<file path="src/rtl/three_queue_burst_round_robin_core_assert.svh">
// Assertion macros shared by the three-lane burst round-robin queue.
// Included by the RTL files that carry concurrent assertions; no other dependencies.
`ifndef THREE_QUEUE_BURST_ROUND_ROBIN_CORE_ASSERT_SVH
`define THREE_QUEUE_BURST_ROUND_ROBIN_CORE_ASSERT_SVH

// Condition that must hold at every clock edge outside reset.
`define TQBR_ASSERT_ALWAYS(label, clk, rst_n, cond, msg) \
	label: assert property (@(posedge clk) disable iff (!rst_n) (cond)) else $error(msg);

// Consequence that must hold in the same cycle as its antecedent.
`define TQBR_ASSERT_IMPLIES(label, clk, rst_n, ante, cons, msg) \
	label: assert property (@(posedge clk) disable iff (!rst_n) (ante) |-> (cons)) \
		else $error(msg);

// Consequence that must hold in the cycle after its antecedent.
`define TQBR_ASSERT_NEXT(label, clk, rst_n, ante, cons, msg) \
	label: assert property (@(posedge clk) disable iff (!rst_n) (ante) |=> (cons)) \
		else $error(msg);

`endif

</file>
<file path="src/rtl/tqbr_pkg.sv">
// Shared types and constants of the three-lane burst round-robin queue.
// No dependencies; used by the interfaces, the lane controller and the top level.
package tqbr_pkg;

	localparam int LANE_DEPTH_DEF = 128;
	localparam int LANE_COUNT     = 3;
	localparam int WORD_W         = 32;
	localparam int BURST_W        = 4;
	localparam int PADDR_W        = 3;
	localparam int PDATA_W        = 32;

	localparam logic [1:0]         LANE_LAST   = 2'(LANE_COUNT - 1);
	localparam logic [BURST_W-1:0] BURST_RESET = 4'd3;

	// Register index, taken from paddr[2] (registers sit 4 bytes apart).
	localparam logic [0:0] REG_BURST_LENGTH = 1'b0;

	typedef enum logic {
		ACT_PUSH  = 1'b0,
		ACT_SERVE = 1'b1
	} action_t;

	typedef struct packed {
		action_t            action;
		logic [1:0]         lane;
		logic signed [31:0] value;
	} item_t;

	// Result flags produced by the lane controller for one item.
	typedef struct packed {
		logic       out_valid;
		logic [1:0] out_lane;
		logic       push_dropped;
		logic       all_empty;
	} res_flags_t;

	function automatic logic [1:0] lane_next(input logic [1:0] l);
		lane_next = (l >= LANE_LAST) ? 2'd0 : l + 2'd1;
	endfunction

endpackage

</file>
<file path="src/rtl/tqbr_ctrl.sv">
// Lane controller: head pointers, fill counts and the burst round-robin scheduler.
// Depends on tqbr_pkg and the assertion macro header; drives the lane RAM ports.
`include "three_queue_burst_round_robin_core_assert.svh"

module tqbr_ctrl import tqbr_pkg::*; #(
	parameter int LANE_DEPTH = LANE_DEPTH_DEF,
	localparam int AW = $clog2(LANE_COUNT * LANE_DEPTH)
) (
	input  logic               clk,
	input  logic               arst_n,
	input  logic               step,
	input  item_t              item,
	input  logic [BURST_W-1:0] burst_length,
	output logic               ram_we,
	output logic [AW-1:0]      ram_waddr,
	output logic               ram_re,
	output logic [AW-1:0]      ram_raddr,
	output res_flags_t         flags
);

	localparam int HW = (LANE_DEPTH > 1) ? $clog2(LANE_DEPTH) : 1;
	localparam int FW = $clog2(LANE_DEPTH + 1);

	logic [HW-1:0]      head_q [LANE_COUNT];
	logic [FW-1:0]      fill_q [LANE_COUNT];
	logic [1:0]         cur_q;
	logic [BURST_W-1:0] burst_q;

	logic [HW-1:0]      head_nx [LANE_COUNT];
	logic [FW-1:0]      fill_nx [LANE_COUNT];
	logic [1:0]         cur_nx;
	logic [BURST_W-1:0] burst_nx;

	logic [LANE_COUNT-1:0] nonempty;
	logic                  any_ne;
	logic [1:0]            cand1, cand2, pick;
	logic                  is_serve, serve_go;
	logic                  lane_ok, push_full, push_go;
	logic [1:0]            push_lane;
	logic [FW:0]           slot_sum;
	logic [HW-1:0]         slot;
	logic [BURST_W-1:0]    taken_base;
	logic [BURST_W:0]      taken_nx;
	logic [BURST_W-1:0]    limit;
	logic                  burst_done;

	function automatic logic [AW-1:0] lane_base(input logic [1:0] l);
		case (l)
			2'd1:    lane_base = AW'(LANE_DEPTH);
			2'd2:    lane_base = AW'(2 * LANE_DEPTH);
			default: lane_base = '0;
		endcase
	endfunction

	always_comb begin
		for (int k = 0; k < LANE_COUNT; k++) begin
			nonempty[k] = fill_q[k] != '0;
		end
		any_ne = |nonempty;
		is_serve = item.action == ACT_SERVE;

		// Search from the lane in service onward for the first lane holding data.
		cand1 = lane_next(cur_q);
		cand2 = lane_next(cand1);
		if (nonempty[cur_q]) begin
			pick = cur_q;
		end else if (nonempty[cand1]) begin
			pick = cand1;
		end else begin
			pick = cand2;
		end
		serve_go = step && is_serve && any_ne;

		limit      = (burst_length == '0) ? BURST_W'(1) : burst_length;
		taken_base = (pick != cur_q) ? '0 : burst_q;
		taken_nx   = {1'b0, taken_base} + (BURST_W + 1)'(1);
		burst_done = (taken_nx >= {1'b0, limit}) || (fill_q[pick] == FW'(1));

		lane_ok   = item.lane <= LANE_LAST;
		push_lane = lane_ok ? item.lane : 2'd0;
		push_full = fill_q[push_lane] >= FW'(LANE_DEPTH);
		push_go   = step && !is_serve && lane_ok && !push_full;

		// Fill count is below the depth here, so one subtract wraps the slot.
		slot_sum = (FW + 1)'(head_q[push_lane]) + (FW + 1)'(fill_q[push_lane]);
		if (slot_sum >= (FW + 1)'(LANE_DEPTH)) begin
			slot = HW'(slot_sum - (FW + 1)'(LANE_DEPTH));
		end else begin
			slot = HW'(slot_sum);
		end

		ram_we    = push_go;
		ram_waddr = lane_base(push_lane) + AW'(slot);
		ram_re    = serve_go;
		ram_raddr = lane_base(pick) + AW'(head_q[pick]);

		for (int k = 0; k < LANE_COUNT; k++) begin
			head_nx[k] = head_q[k];
			fill_nx[k] = fill_q[k];
		end
		cur_nx   = cur_q;
		burst_nx = burst_q;
		if (push_go) begin
			fill_nx[push_lane] = fill_q[push_lane] + FW'(1);
		end
		if (serve_go) begin
			head_nx[pick] = (head_q[pick] == HW'(LANE_DEPTH - 1)) ? '0 : head_q[pick] + HW'(1);
			fill_nx[pick] = fill_q[pick] - FW'(1);
			if (burst_done) begin
				cur_nx   = lane_next(pick);
				burst_nx = '0;
			end else begin
				cur_nx   = pick;
				burst_nx = taken_nx[BURST_W-1:0];
			end
		end

		flags.out_valid    = serve_go;
		flags.out_lane     = serve_go ? pick : 2'd0;
		flags.push_dropped = !is_serve && !(lane_ok && !push_full);
		flags.all_empty    = 1'b1;
		for (int k = 0; k < LANE_COUNT; k++) begin
			if (fill_nx[k] != '0) begin
				flags.all_empty = 1'b0;
			end
		end
	end

	always_ff @(posedge clk or negedge arst_n) begin
		if (!arst_n) begin
			for (int k = 0; k < LANE_COUNT; k++) begin
				head_q[k] <= '0;
				fill_q[k] <= '0;
			end
			cur_q   <= '0;
			burst_q <= '0;
		end else if (step) begin
			for (int k = 0; k < LANE_COUNT; k++) begin
				head_q[k] <= head_nx[k];
				fill_q[k] <= fill_nx[k];
			end
			cur_q   <= cur_nx;
			burst_q <= burst_nx;
		end
	end

	`TQBR_ASSERT_ALWAYS(a_fill_bound, clk, arst_n, fill_q[0] <= FW'(LANE_DEPTH) && fill_q[1] <= FW'(LANE_DEPTH) && fill_q[2] <= FW'(LANE_DEPTH), "lane fill count exceeds lane depth")
	`TQBR_ASSERT_IMPLIES(a_read_nonempty, clk, arst_n, ram_re, fill_q[pick] != '0 && !ram_we, "serve reads an empty lane or collides with a push")
	`TQBR_ASSERT_NEXT(a_burst_restart, clk, arst_n, serve_go && burst_done, burst_q == '0, "burst count not cleared when service moves on")

endmodule

</file>
<file path="config.mk">
export PLATFORM = sky130hd
export DESIGN_NAME = tqbr_ctrl
export DESIGN_NICKNAME = d
export VERILOG_FILES = /design/src/rtl/tqbr_pkg.sv /design/src/rtl/tqbr_ctrl.sv
export VERILOG_INCLUDE_DIRS = /design/src /design/src/rtl
export SDC_FILE = /design/constraint.sdc
export NUM_CORES = 1
export LEC_CHECK = 0
export ABC_AREA = 1
export BUFFER_PORTS_ARGS = -buffer_cell sky130_fd_sc_hd__buf_4
export CAP_MARGIN = 10
export CELL_PAD_IN_SITES_DETAIL_PLACEMENT = 1
export CELL_PAD_IN_SITES_GLOBAL_PLACEMENT = 1
export CORE_MARGIN = 2
export CORE_UTILIZATION = 41
export CTS_CLUSTER_DIAMETER = 120
export DETAILED_ROUTE_END_ITERATION = 8
export PLACE_DENSITY_LB_ADDON = 0.1
export SETUP_SLACK_MARGIN = 0.4
export SYNTH_ARGS = -nofsm -noshare
export SYNTH_HDL_FRONTEND = slang
export SYNTH_SLANG_ARGS = --single-unit
</file>
<file path="constraint.sdc">
create_clock -name clk -period 4.1 [get_ports clk]
set_input_delay 0.82 -clock clk [delete_from_list [all_inputs] [get_ports clk]]
set_output_delay 0.82 -clock clk [all_outputs]
set_load 0.01 [all_outputs]
</file>
==> results of run 1 <==
==> power by group <==
part | total [uW] | internal [uW] | switching, uW
combinational | 4120 | 1710 | 2410
sequential | 982 | 736 | 246
clock | 390 | 186 | 205
total | 5490 | 2630 | 2860
==> worst min-delay path by stage <==
stage,to,from,slack [ns],cells after the start
floorplan,head_q[0]$_DFFE_PN0P_,head_q[0]$_DFFE_PN0P_,0.45,2
global placement,head_q[0]$_DFFE_PN0P_,head_q[0]$_DFFE_PN0P_,0.47,2
detailed placement,head_q[4]$_DFFE_PN0P_,head_q[4]$_DFFE_PN0P_,0.48,2
CTS,head_q[1]$_DFFE_PN0P_,head_q[1]$_DFFE_PN0P_,0.51,2
global route,head_q[1]$_DFFE_PN0P_,head_q[1]$_DFFE_PN0P_,0.54,2
finish,head_q[4]$_DFFE_PN0P_,head_q[4]$_DFFE_PN0P_,0.50,2
==> critical path, delay by kind of cell <==
kind	cells	cell delay (ns)
buf+inv	7	0.87
fa+ha+maj	1	0.17
xor+xnor	1	0.23
compound gates	5	0.81
simple gates	5	0.49
==> kinds of logic (layout without fill, tap and decap cells) <==
| logic type | after synthesis | after routing | synth area share [%] |
|---|---|---|---|
| simple gates | 299 | 299 | 32.4 |
| fa+ha+maj | 19 | 19 | 5.75 |
| compound gates | 134 | 134 | 18.5 |
| xor+xnor | 14 | 14 | 2.87 |
| flops | 51 | 51 | 29.9 |
| buf+inv | 110 | 245 | 10.6 |
==> flip-flops by register name (all words and copies together) (netlist names) <==
signal / count
head_q: 21
burst_q: 4
fill_q: 24
cur_q: 2
==> timing repair <==
action | in CTS | in global routing
buffers inserted | 43 | 14
pin swaps | 38 | 21
hold buffers | 0 | 0
gates resized for setup | 62 | 46
gates cloned | 0 | 0
setup endpoints to repair | 6 | 7
==> cell usage after synthesis (2+ instances only) <==
library cell,n
sky130_fd_sc_hd__buf_4,3
sky130_fd_sc_hd__dfrtp_1,51
sky130_fd_sc_hd__o21ai_1,19
sky130_fd_sc_hd__a21oi_1,13
sky130_fd_sc_hd__nor3_1,2
sky130_fd_sc_hd__inv_2,9
sky130_fd_sc_hd__nand4_1,3
sky130_fd_sc_hd__nor2_2,7
sky130_fd_sc_hd__nand2_1,162
sky130_fd_sc_hd__o22ai_1,8
sky130_fd_sc_hd__o21a_1,4
sky130_fd_sc_hd__o21ai_2,3
sky130_fd_sc_hd__o211ai_1,16
sky130_fd_sc_hd__nor2_1,51
sky130_fd_sc_hd__nand3_4,2
sky130_fd_sc_hd__nand3b_1,3
sky130_fd_sc_hd__clkbuf_1,5
sky130_fd_sc_hd__ha_1,18
sky130_fd_sc_hd__nand2_2,9
sky130_fd_sc_hd__inv_1,83
sky130_fd_sc_hd__o21ai_0,62
sky130_fd_sc_hd__nand3_1,42
sky130_fd_sc_hd__nand3_2,4
sky130_fd_sc_hd__nand2_4,5
sky130_fd_sc_hd__buf_6,2
sky130_fd_sc_hd__and2_1,2
sky130_fd_sc_hd__xor2_1,13
sky130_fd_sc_hd__or2_2,2
sky130_fd_sc_hd__buf_2,6
sky130_fd_sc_hd__nor2_4,4
==> final cells by class <==
cell class	count	share of cell area, %
repair buffers	143	20.8
inverters	94	6.03
well taps	136	2.83
clock inverters	3	0.790
flip-flops and latches	51	21.3
clock buffers	5	1.14
multi-input cells	466	47.2
==> through the flow <==
step | instances | hold slack (ns) | TNS [ns] | instance area [sq um]
final | 898 | 0.500 | -0.227 | 6020
after global routing | 898 | 0.542 | -0.618 | 6020
after floorplan | 627 | 0.453 | 0 | 4310
after detailed placement | 833 | 0.479 | -0.647 | 5040
after global placement | 833 | 0.468 | -0.272 | 5040
after CTS | 884 | 0.506 | 0 | 5720
==> routing by layer <==
| metal | vias up | routed length [microns] | GRT usage, % |
|---|---|---|---|
| met5 | - | 0 | 0 |
| met4 | 0 | 646 | 13.6 |
| met3 | 47 | 820 | 3.49 |
| met2 | 172 | 9240 | 55.2 |
| met1 | 2480 | 7560 | 40.6 |
| li1 | 2286 | - | - |
==> flow_metrics.py, run 1 <==
metrics = {
    "power_and_ir_drop": {
        "power.leakage_uw": 0.00306,
        "total_power_uw": 5490,
        "vdd_drop_max_mv": 0.392,
        "cellPowerDensity_mw_per_mm2": 913,
    },
    "die": {
        "design.portCount": 67,
        "die_h_microns": 106,
        "core_sq_mm": 0.0102,
        "row_count": 37,
        "die_x_extent_microns": 106,
        "fp.dieArea_sq_mm": 0.0112,
        "start_util_pct": 41.7,
    },
    "clocking": {
        "clock_tree.htree_level_count": 2,
        "clockBufferDepth": 2,
        "clk_pin_slew_ns": 0.11,
        "tritoncts_num_sinks": 51,
        "cts.root.buffer_cell": "sky130_fd_sc_hd__clkbuf_8",
        "numCtsBuffers": 5,
        "insertion_delay_ns": 0.33,
        "tritoncts": "yes",
    },
    "setup_path": {
        "worstPathArrival_ns": 3.40,
        "critical_path.max_stage_delay_ns": 0.24,
        "rr_worst_depth": 29,
        "critical_path_class": "in -> out",
        "critPathMaxFanout": 6,
        "setup.worst_path.end_class": "output port",
        "list_of_cells_traversed_by_the_critical_path": "buf_8 > buf_12 > ha_4 > buf_8 > buf_6 > a21oi_1 > o21ai_0 > o21a_1 > inv_1 > nand2_1 > nor2_2 > xor2_2 > buf_4 > nand2_1 > o211ai_1 > a21boi_2 > nand3_2 > nor2_2 > buf_4",
        "worstSetupEndpoint": "flags[0]",
        "worst_setup_path_startpoint": "item[32]",
        "ff2ff_setup_slack_ns": 0.13,
        "worstSetupStartpointType": "primary input",
        "r2r_start": "fill_q[0]$_DFFE_PN0P_",
        "cp_data_required_time_ns": 3.28,
        "cp_slowest_cell": "sky130_fd_sc_hd__a21boi_2",
        "worstReg2RegEnd": "fill_q[7]$_DFFE_PN0P_",
    },
    "grt": {
        "vias_in_the_first_global_route": 5196,
        "first_pass_grt_wire_length_mm": 27.5,
        "maximum_number_of_pins_on_one_net_before_global_route_repair": 52,
        "global_route.overflow_total": 0,
        "antenna_violations_before_repair": 0,
        "gr-usage-all-layers_pct": 32.0,
    },
    "logic_synthesis": {
        "netlist_top_cells_area": "sky130_fd_sc_hd__dfrtp_1 30%, sky130_fd_sc_hd__nand2_1 14%, sky130_fd_sc_hd__inv_1 7.3%, sky130_fd_sc_hd__o21ai_0 7.3%, sky130_fd_sc_hd__ha_1 5.3%",
        "syn_area_per_cell_sq_um": 6.81,
        "synth_largest_area_cell": "sky130_fd_sc_hd__dfrtp_1",
        "post_synthesis_instance_area_sq_mm": 0.00427,
        "postSynthRegisterBits": 51,
        "synth.top_cell.area_share_pct": 29.9,
        "synth-main-ff-cell": "sky130_fd_sc_hd__dfrtp_1",
        "register_area_share_after_synthesis_pct": 29.9,
        "synth_async_sr_flop_share_pct": 100,
        "yosys_warnings": 0,
        "synthDistinctLibCells": 44,
        "postSynthNetCount": 688,
        "syn_inst": 627,
        "synth_edf_count": 0,
    },
    "cells_and_area": {
        "multi_input_area_sq_mm": 0.00284,
        "fillers": 1319,
        "finalCoreUtilization_pct": 58.8,
        "final_common_cell": "sky130_fd_sc_hd__nand2_1",
        "num-nets-final": 822,
        "layout.cells.most_common_list": "156 x sky130_fd_sc_hd__nand2_1, 103 x sky130_fd_sc_hd__buf_4, 81 x sky130_fd_sc_hd__inv_1",
        "seq_area_sq_mm": 0.00128,
        "insertedDiodeCount": 0,
        "area_delta_synth_final_pct": 41.0,
        "final_layout_size_suffix_gt1_share_pct": 33.3,
    },
    "timing": {
        "timing_hold_violations_final": 0,
        "setup_viol": 2,
        "maximum_achievable_frequency_mhz": 237,
        "worst_clk_skew_ns": 0.0142,
        "post-route-period-util_pct": 103,
        "slew_headroom_pct": 52.1,
        "slew_viol_final": 0,
        "actual_transition_at_the_worst_max_transition_pin_ns": 0.719,
        "post-route-worst-setup-slack_ns": -0.118,
        "grt_setup_unrepaired": "yes",
        "fin_crit_ns": 4.22,
    },
    "drt": {
        "detail_route.vias_per_cell": 5.55,
        "drtPass1Iterations": 5,
        "routed-via-count": 4985,
        "first_iter_violations": 273,
        "wl_per_cell_microns": 20.3,
        "route.final.wire_length_mm": 18.3,
        "route.antenna.remaining_nets": 0,
        "remaining_drc_errors": 0,
    },
    "placement": {
        "buffer_ports.inserted": 34,
        "place.gp.congestion": 0.868,
        "post-dp-hpwl_mm": 11.9,
        "worst_setup_slack_before_clock_tree_synthesis_ns": -0.293,
    },
    "run": {
        "max-cap-violations": 0,
    },
    "run_status": {
        "outcome": "complete, but fails checks",
        "violations_in_the_final_reports": "negative setup slack",
    },
    "min_path": {
        "hold_path.class": "reg -> reg",
    },
}
No activity file was read; power rests on OpenSTA's default activity.
==> inputs of run 2 (changes only) <==
Settings changed: TNS_END_PERCENT set to 30.
==> run 2 against run 1 <==
Compared with the run above:
- the flow still finishes with violations (negative setup slack)
- total power is essentially flat
- via count rose by 0.28%
- global-route usage is 2.5 points lower
- critical path depth increased by 1
- sequential share of layout area is essentially flat
- register-to-register slack better by 0.71 ns
- final area increased by 0.19%
- maximum frequency shrank 2.4%
- clock power shrank 17%
- largest cell class unchanged
- die area unchanged
- clock-buffer cell count is 1 higher
==> flow_metrics.py, run 2 (same netlist as run 1, synthesis figures left out) <==
metrics = {
    "cells_and_area": {
        "area_delta_synth_final_pct": 41.2,
        "insertedDiodeCount": 0,
        "multi_input_area_sq_mm": 0.00295,
        "largest_register": "fill_q",
        "finalCoreUtilization_pct": 58.9,
        "final_layout_size_suffix_gt1_share_pct": 37.6,
        "biggestRegsByFlops": "fill_q: 24 flops, head_q: 21 flops, burst_q: 4 flops",
        "num-nets-final": 820,
        "final_common_cell": "sky130_fd_sc_hd__nand2_1",
        "layout.cells.most_common_list": "138 x sky130_fd_sc_hd__nand2_1, 127 x sky130_fd_sc_hd__buf_4, 76 x sky130_fd_sc_hd__inv_1",
        "seq_area_sq_mm": 0.00128,
        "fillers": 1321,
        "largest_register_ff_count": 24,
    },
    "setup_path": {
        "cp_data_required_time_ns": 3.28,
        "critical_path_class": "reg -> out",
        "ff2ff_setup_slack_ns": 0.84,
        "worstPathArrival_ns": 3.50,
        "setup.worst_path.end_class": "output port",
        "worstSetupStartpointType": "register",
        "critPathMaxFanout": 5,
    },
    "timing": {
        "maximum_achievable_frequency_mhz": 231,
        "actual_transition_at_the_worst_max_transition_pin_ns": 0.720,
        "fin_crit_ns": 4.32,
        "grt_setup_unrepaired": "yes",
        "slew_viol_final": 0,
        "slew_headroom_pct": 52.0,
        "setup_viol": 1,
        "post-route-period-util_pct": 105,
        "worst_clk_skew_ns": 0.00682,
        "post-route-worst-setup-slack_ns": -0.220,
        "timing_hold_violations_final": 0,
        "final.hold.worst_slack_ns": 0.503,
    },
    "clocking": {
        "clockBufferDepth": 2,
        "cts.root.buffer_cell": "sky130_fd_sc_hd__clkbuf_8",
        "tritoncts": "yes",
        "tritoncts_num_sinks": 51,
        "numCtsBuffers": 5,
        "clock_tree.htree_level_count": 2,
        "insertion_delay_ns": 0.33,
        "cts.hold.buffers_added": 0,
        "clk_pin_slew_ns": 0.11,
    },
    "drt": {
        "routed-via-count": 4999,
        "route.final.wire_length_mm": 18.4,
        "detail_route.vias_per_cell": 5.58,
        "drtPass1Iterations": 5,
        "remaining_drc_errors": 0,
        "first_iter_violations": 352,
        "wl_per_cell_microns": 20.6,
        "route.antenna.remaining_nets": 0,
    },
    "run_status": {
        "violations_in_the_final_reports": "negative setup slack",
        "outcome": "complete, but fails checks",
    },
    "min_path": {
        "hold_path.class": "reg -> reg",
    },
    "placement": {
        "post-dp-hpwl_mm": 12.0,
        "place.gp.congestion": 0.916,
        "buffer_ports.inserted": 34,
    },
    "power_and_ir_drop": {
        "power.leakage_uw": 0.00302,
        "cellPowerDensity_mw_per_mm2": 911,
        "vdd_drop_max_mv": 0.318,
    },
    "grt": {
        "vias_in_the_first_global_route": 4883,
        "global_route.overflow_total": 0,
        "antenna_violations_before_repair": 0,
        "gr-usage-all-layers_pct": 29.5,
        "first_pass_grt_wire_length_mm": 25.6,
        "maximum_number_of_pins_on_one_net_before_global_route_repair": 52,
    },
    "die": {
        "start_util_pct": 41.7,
        "die_x_extent_microns": 106,
        "fp.dieArea_sq_mm": 0.0112,
        "design.portCount": 67,
        "die_h_microns": 106,
        "core_sq_mm": 0.0102,
        "row_count": 37,
    },
    "run": {
        "max-cap-violations": 0,
    },
}
## run 2: metal layers
metal,vias up,GRT usage (%),share of wire (%)
met4,0,8.46,3.6
met2,205,49.2,49
li1,2291,-,-
met3,51,4.17,6.4
met5,-,0,0
met1,2452,39.8,41
## run 2: path summary, 6_finish.rpt
path | from | to | cells past startpoint
max reg2reg | fill_q[4]$_DFFE_PN0P_ | head_q[0]$_DFFE_PN0P_ | 18
min in group asynchronous | arst_n | head_q[17]$_DFFE_PN0P_ | 1
min | head_q[4]$_DFFE_PN0P_ | head_q[4]$_DFFE_PN0P_ | 2
min reg2reg | head_q[4]$_DFFE_PN0P_ | head_q[4]$_DFFE_PN0P_ | 2
max in group asynchronous | arst_n | fill_q[0]$_DFFE_PN0P_ | 1
max | fill_q[18]$_DFFE_PN0P_ | flags[0] | 20
## run 2: final cells by class
class                   count  share of cell area, %
clock inverters             2                  0.270
clock buffers               6                   1.20
well taps                 136                   2.82
multi-input cells         466                   48.9
inverters                  94                   6.23
flip-flops and latches     51                   21.3
repair buffers            141                   19.3
## run 2: timing repair
action                     CTS  global route
setup endpoints to repair    6             7
pin swaps                   22            52
resized for setup           46            85
buffers inserted            16            23
gates cloned                 0             1
## run 2: power breakdown
part	leakage, uW	switching [uW]	total, uW	internal, uW
registers	0.000629	236	974	738
logic	0.00235	2550	4190	1650
clock network	0.0000418	201	325	123
## run 2: stage by stage
stage | total power, uW | area, sq um | setup TNS (ns) | std cells | worst slack (ns)
5_1_grt | 5860 | 6030 | -0.481 | 896 | -0.362
2_1_floorplan | 3010 | 4310 | 0 | 627 | 0.391
3_3_place_gp | 4120 | 5150 | -0.302 | 848 | -0.221
4_1_cts | 4890 | 5530 | 0 | 872 | 0.0525
3_5_place_dp | 4240 | 5150 | -0.523 | 848 | -0.257
6_report | 5490 | 6030 | -0.220 | 896 | -0.220
## run 2: critical path, stage by stage, from the launching register on
cell and delay (ns):
sky130_fd_sc_hd__dfrtp_1 0.45, sky130_fd_sc_hd__nor2_1 0.15, sky130_fd_sc_hd__nand2_1 0.10, sky130_fd_sc_hd__nor2_4 0.20, sky130_fd_sc_hd__nor2_1 0.10, sky130_fd_sc_hd__o21ai_4 0.24, sky130_fd_sc_hd__buf_4 0.18, sky130_fd_sc_hd__nand3_1 0.15
sky130_fd_sc_hd__nand2_2 0.12, sky130_fd_sc_hd__nor2_4 0.07, sky130_fd_sc_hd__buf_4 0.13, sky130_fd_sc_hd__nand2_1 0.08, sky130_fd_sc_hd__nand3_1 0.10, sky130_fd_sc_hd__nor2_1 0.20, sky130_fd_sc_hd__nand2_1 0.13, sky130_fd_sc_hd__nor2_2 0.22
sky130_fd_sc_hd__nand3_2 0.11, sky130_fd_sc_hd__nor2_2 0.11, sky130_fd_sc_hd__nand3_2 0.10, sky130_fd_sc_hd__nor2_2 0.12, sky130_fd_sc_hd__buf_4 0.12
==> inputs of run 3 (changes only) <==
--- a/config.mk
+++ b/config.mk
@@ -17,2 +17,3 @@
 export DETAILED_ROUTE_END_ITERATION = 8
+export GPL_TIMING_DRIVEN = 1
 export PLACE_DENSITY_LB_ADDON = 0.1
--- a/constraint.sdc
+++ b/constraint.sdc
@@ -3,2 +3,2 @@
 set_output_delay 0.82 -clock clk [all_outputs]
-set_load 0.01 [all_outputs]
+set_load 0.02 [all_outputs]
==> run 3 against run 2 <==
Compared with the run above:
- utilization increased by 4.4 points
- highest routed layer unchanged
- non-clock buffer count is 42 higher
- the flow still finishes with violations (negative setup slack)
- global-route usage is 1.9 points higher
- register-to-register slack worse by 1.2 ns
- largest cell class unchanged
==> flow_metrics.py, run 3 (same netlist as run 1, synthesis figures left out) <==
metrics = {
    "run_status": {
        "outcome": "complete, but fails checks",
        "violations_in_the_final_reports": "negative setup slack",
    },
    "placement": {
        "worst_setup_slack_before_clock_tree_synthesis_ns": -0.268,
        "post-dp-hpwl_mm": 11.8,
        "buffer_ports.inserted": 34,
        "dp_cells": 850,
        "place.gp.congestion": 0.935,
    },
    "timing": {
        "timing_hold_violations_final": 0,
        "post-route-worst-setup-slack_ns": -0.453,
        "slew_viol_final": 0,
        "worst_clk_skew_ns": 0.0131,
        "slew_headroom_pct": 52.9,
        "grt_setup_unrepaired": "yes",
        "post-route-period-util_pct": 111,
        "setup_viol": 3,
        "fin_crit_ns": 4.55,
        "maximum_achievable_frequency_mhz": 220,
        "actual_transition_at_the_worst_max_transition_pin_ns": 0.706,
    },
    "drt": {
        "detail_route.vias_per_cell": 5.99,
        "wl_per_cell_microns": 23.7,
        "remaining_drc_errors": 0,
        "routed-via-count": 5629,
        "first_iter_violations": 575,
        "drtPass1Iterations": 5,
        "route.final.wire_length_mm": 22.3,
        "route.antenna.remaining_nets": 0,
    },
    "grt": {
        "gr-usage-all-layers_pct": 31.4,
        "global_route.overflow_total": 0,
        "maximum_number_of_pins_on_one_net_before_global_route_repair": 52,
        "vias_in_the_first_global_route": 5329,
        "first_pass_grt_wire_length_mm": 27.4,
        "antenna_violations_before_repair": 0,
    },
    "clocking": {
        "tritoncts": "yes",
        "insertion_delay_ns": 0.34,
        "clk_pin_slew_ns": 0.12,
        "clockBufferDepth": 2,
        "cts.hold.buffers_added": 0,
        "clock_tree.htree_level_count": 2,
        "tritoncts_num_sinks": 51,
        "numCtsBuffers": 5,
        "cts.root.buffer_cell": "sky130_fd_sc_hd__clkbuf_8",
    },
    "setup_path": {
        "critPathMaxFanout": 5,
        "cp_data_required_time_ns": 3.28,
        "setup.worst_path.end_class": "output port",
        "worstPathArrival_ns": 3.73,
        "worstSetupStartpointType": "register",
        "critical_path_class": "reg -> out",
    },
    "cells_and_area": {
        "insertedDiodeCount": 0,
        "area_delta_synth_final_pct": 51.9,
        "largest_register_ff_count": 24,
        "num-nets-final": 863,
        "biggestRegsByFlops": "fill_q: 24 flops, head_q: 21 flops, burst_q: 4 flops",
        "final_layout_size_suffix_gt1_share_pct": 41.5,
        "layout.cells.non_filler": 939,
        "final_common_cell": "sky130_fd_sc_hd__buf_4",
        "largest_register": "fill_q",
        "layout.cells.most_common_list": "156 x sky130_fd_sc_hd__buf_4, 144 x sky130_fd_sc_hd__nand2_1, 76 x sky130_fd_sc_hd__inv_1",
    },
    "power_and_ir_drop": {
        "cellPowerDensity_mw_per_mm2": 983,
        "vdd_drop_max_mv": 0.427,
        "power.leakage_uw": 0.00327,
    },
    "die": {
        "die_h_microns": 106,
        "fp.dieArea_sq_mm": 0.0112,
        "core_sq_mm": 0.0102,
        "start_util_pct": 41.7,
        "die_x_extent_microns": 106,
        "design.portCount": 67,
        "row_count": 37,
    },
    "run": {
        "max-cap-violations": 0,
    },
    "min_path": {
        "hold_path.class": "reg -> reg",
    },
}
run 3: layout make-up:
class	instances	area (sq um)
fillers	1294	3750
multi-input cells	467	3060
repair buffers	183	1500
flip-flops and latches	51	1280
inverters	94	375
well taps	136	170
clock buffers	5	68.8
clock inverters	3	26.3
run 3: timing repair:
item,CTS,global route
gates resized for setup,54,95
pin swaps,26,47
setup buffers,43,37
gates cloned,0,1
setup endpoints to repair,7,9
run 3: where the power goes:
part	total [uW]	internal, uW	switching [uW]
Combinational	5050	1980	3070
Clock	335	126	208
Sequential	985	739	246
Total	6370	2850	3520
run 3: critical path, cell delays in order, from the launching register on:
cell and delay [ns]:
sky130_fd_sc_hd__dfrtp_1 0.40, sky130_fd_sc_hd__nor2_2 0.26, sky130_fd_sc_hd__nand2_1 0.18, sky130_fd_sc_hd__nor2_4 0.20, sky130_fd_sc_hd__nor2_1 0.06, sky130_fd_sc_hd__nor2_1 0.24
sky130_fd_sc_hd__nand3_4 0.19, sky130_fd_sc_hd__nand3_1 0.18, sky130_fd_sc_hd__nand2_1 0.13, sky130_fd_sc_hd__nor2_2 0.29, sky130_fd_sc_hd__nand3_4 0.17, sky130_fd_sc_hd__nand2_1 0.20
sky130_fd_sc_hd__nand3_1 0.13, sky130_fd_sc_hd__nand2_1 0.15, sky130_fd_sc_hd__nand3_1 0.14, sky130_fd_sc_hd__nor2_2 0.14, sky130_fd_sc_hd__nand3_2 0.11, sky130_fd_sc_hd__nor2_4 0.11
sky130_fd_sc_hd__buf_6 0.12
run 3: per-layer routing:
layer	GRT usage [%]	routed length, microns
met5	0	0
met4	14.5	1810
met3	4.66	1900
met2	55.4	10600
met1	37.6	7960
run 3: worst paths after layout:
kind,slack [ns],to,cells past startpoint,start
min in group asynchronous,0.52,head_q[4]$_DFFE_PN0P_,1,arst_n
max in group asynchronous,3.06,fill_q[11]$_DFFE_PN0P_,1,arst_n
setup reg to reg,-0.35,fill_q[15]$_DFFE_PN0P_,28,fill_q[3]$_DFFE_PN0P_
hold / removal,0.50,head_q[4]$_DFFE_PN0P_,2,head_q[4]$_DFFE_PN0P_
hold reg to reg,0.50,head_q[4]$_DFFE_PN0P_,2,head_q[4]$_DFFE_PN0P_
setup / recovery,-0.45,flags[0],18,fill_q[3]$_DFFE_PN0P_
run 3: through the flow:
step	util [%]	hold WS, ns	TNS, ns	area [sq um]	total power, uW
global placement	50.6	0.470	-0.466	5180	4300
finish	63.3	0.496	-0.971	6480	6370
floorplan	-	0.453	0	4340	3150
CTS	57.0	0.504	0	5830	5200
global route	63.3	0.529	-1.44	6480	6670
detailed placement	50.6	0.475	-0.726	5180	4410
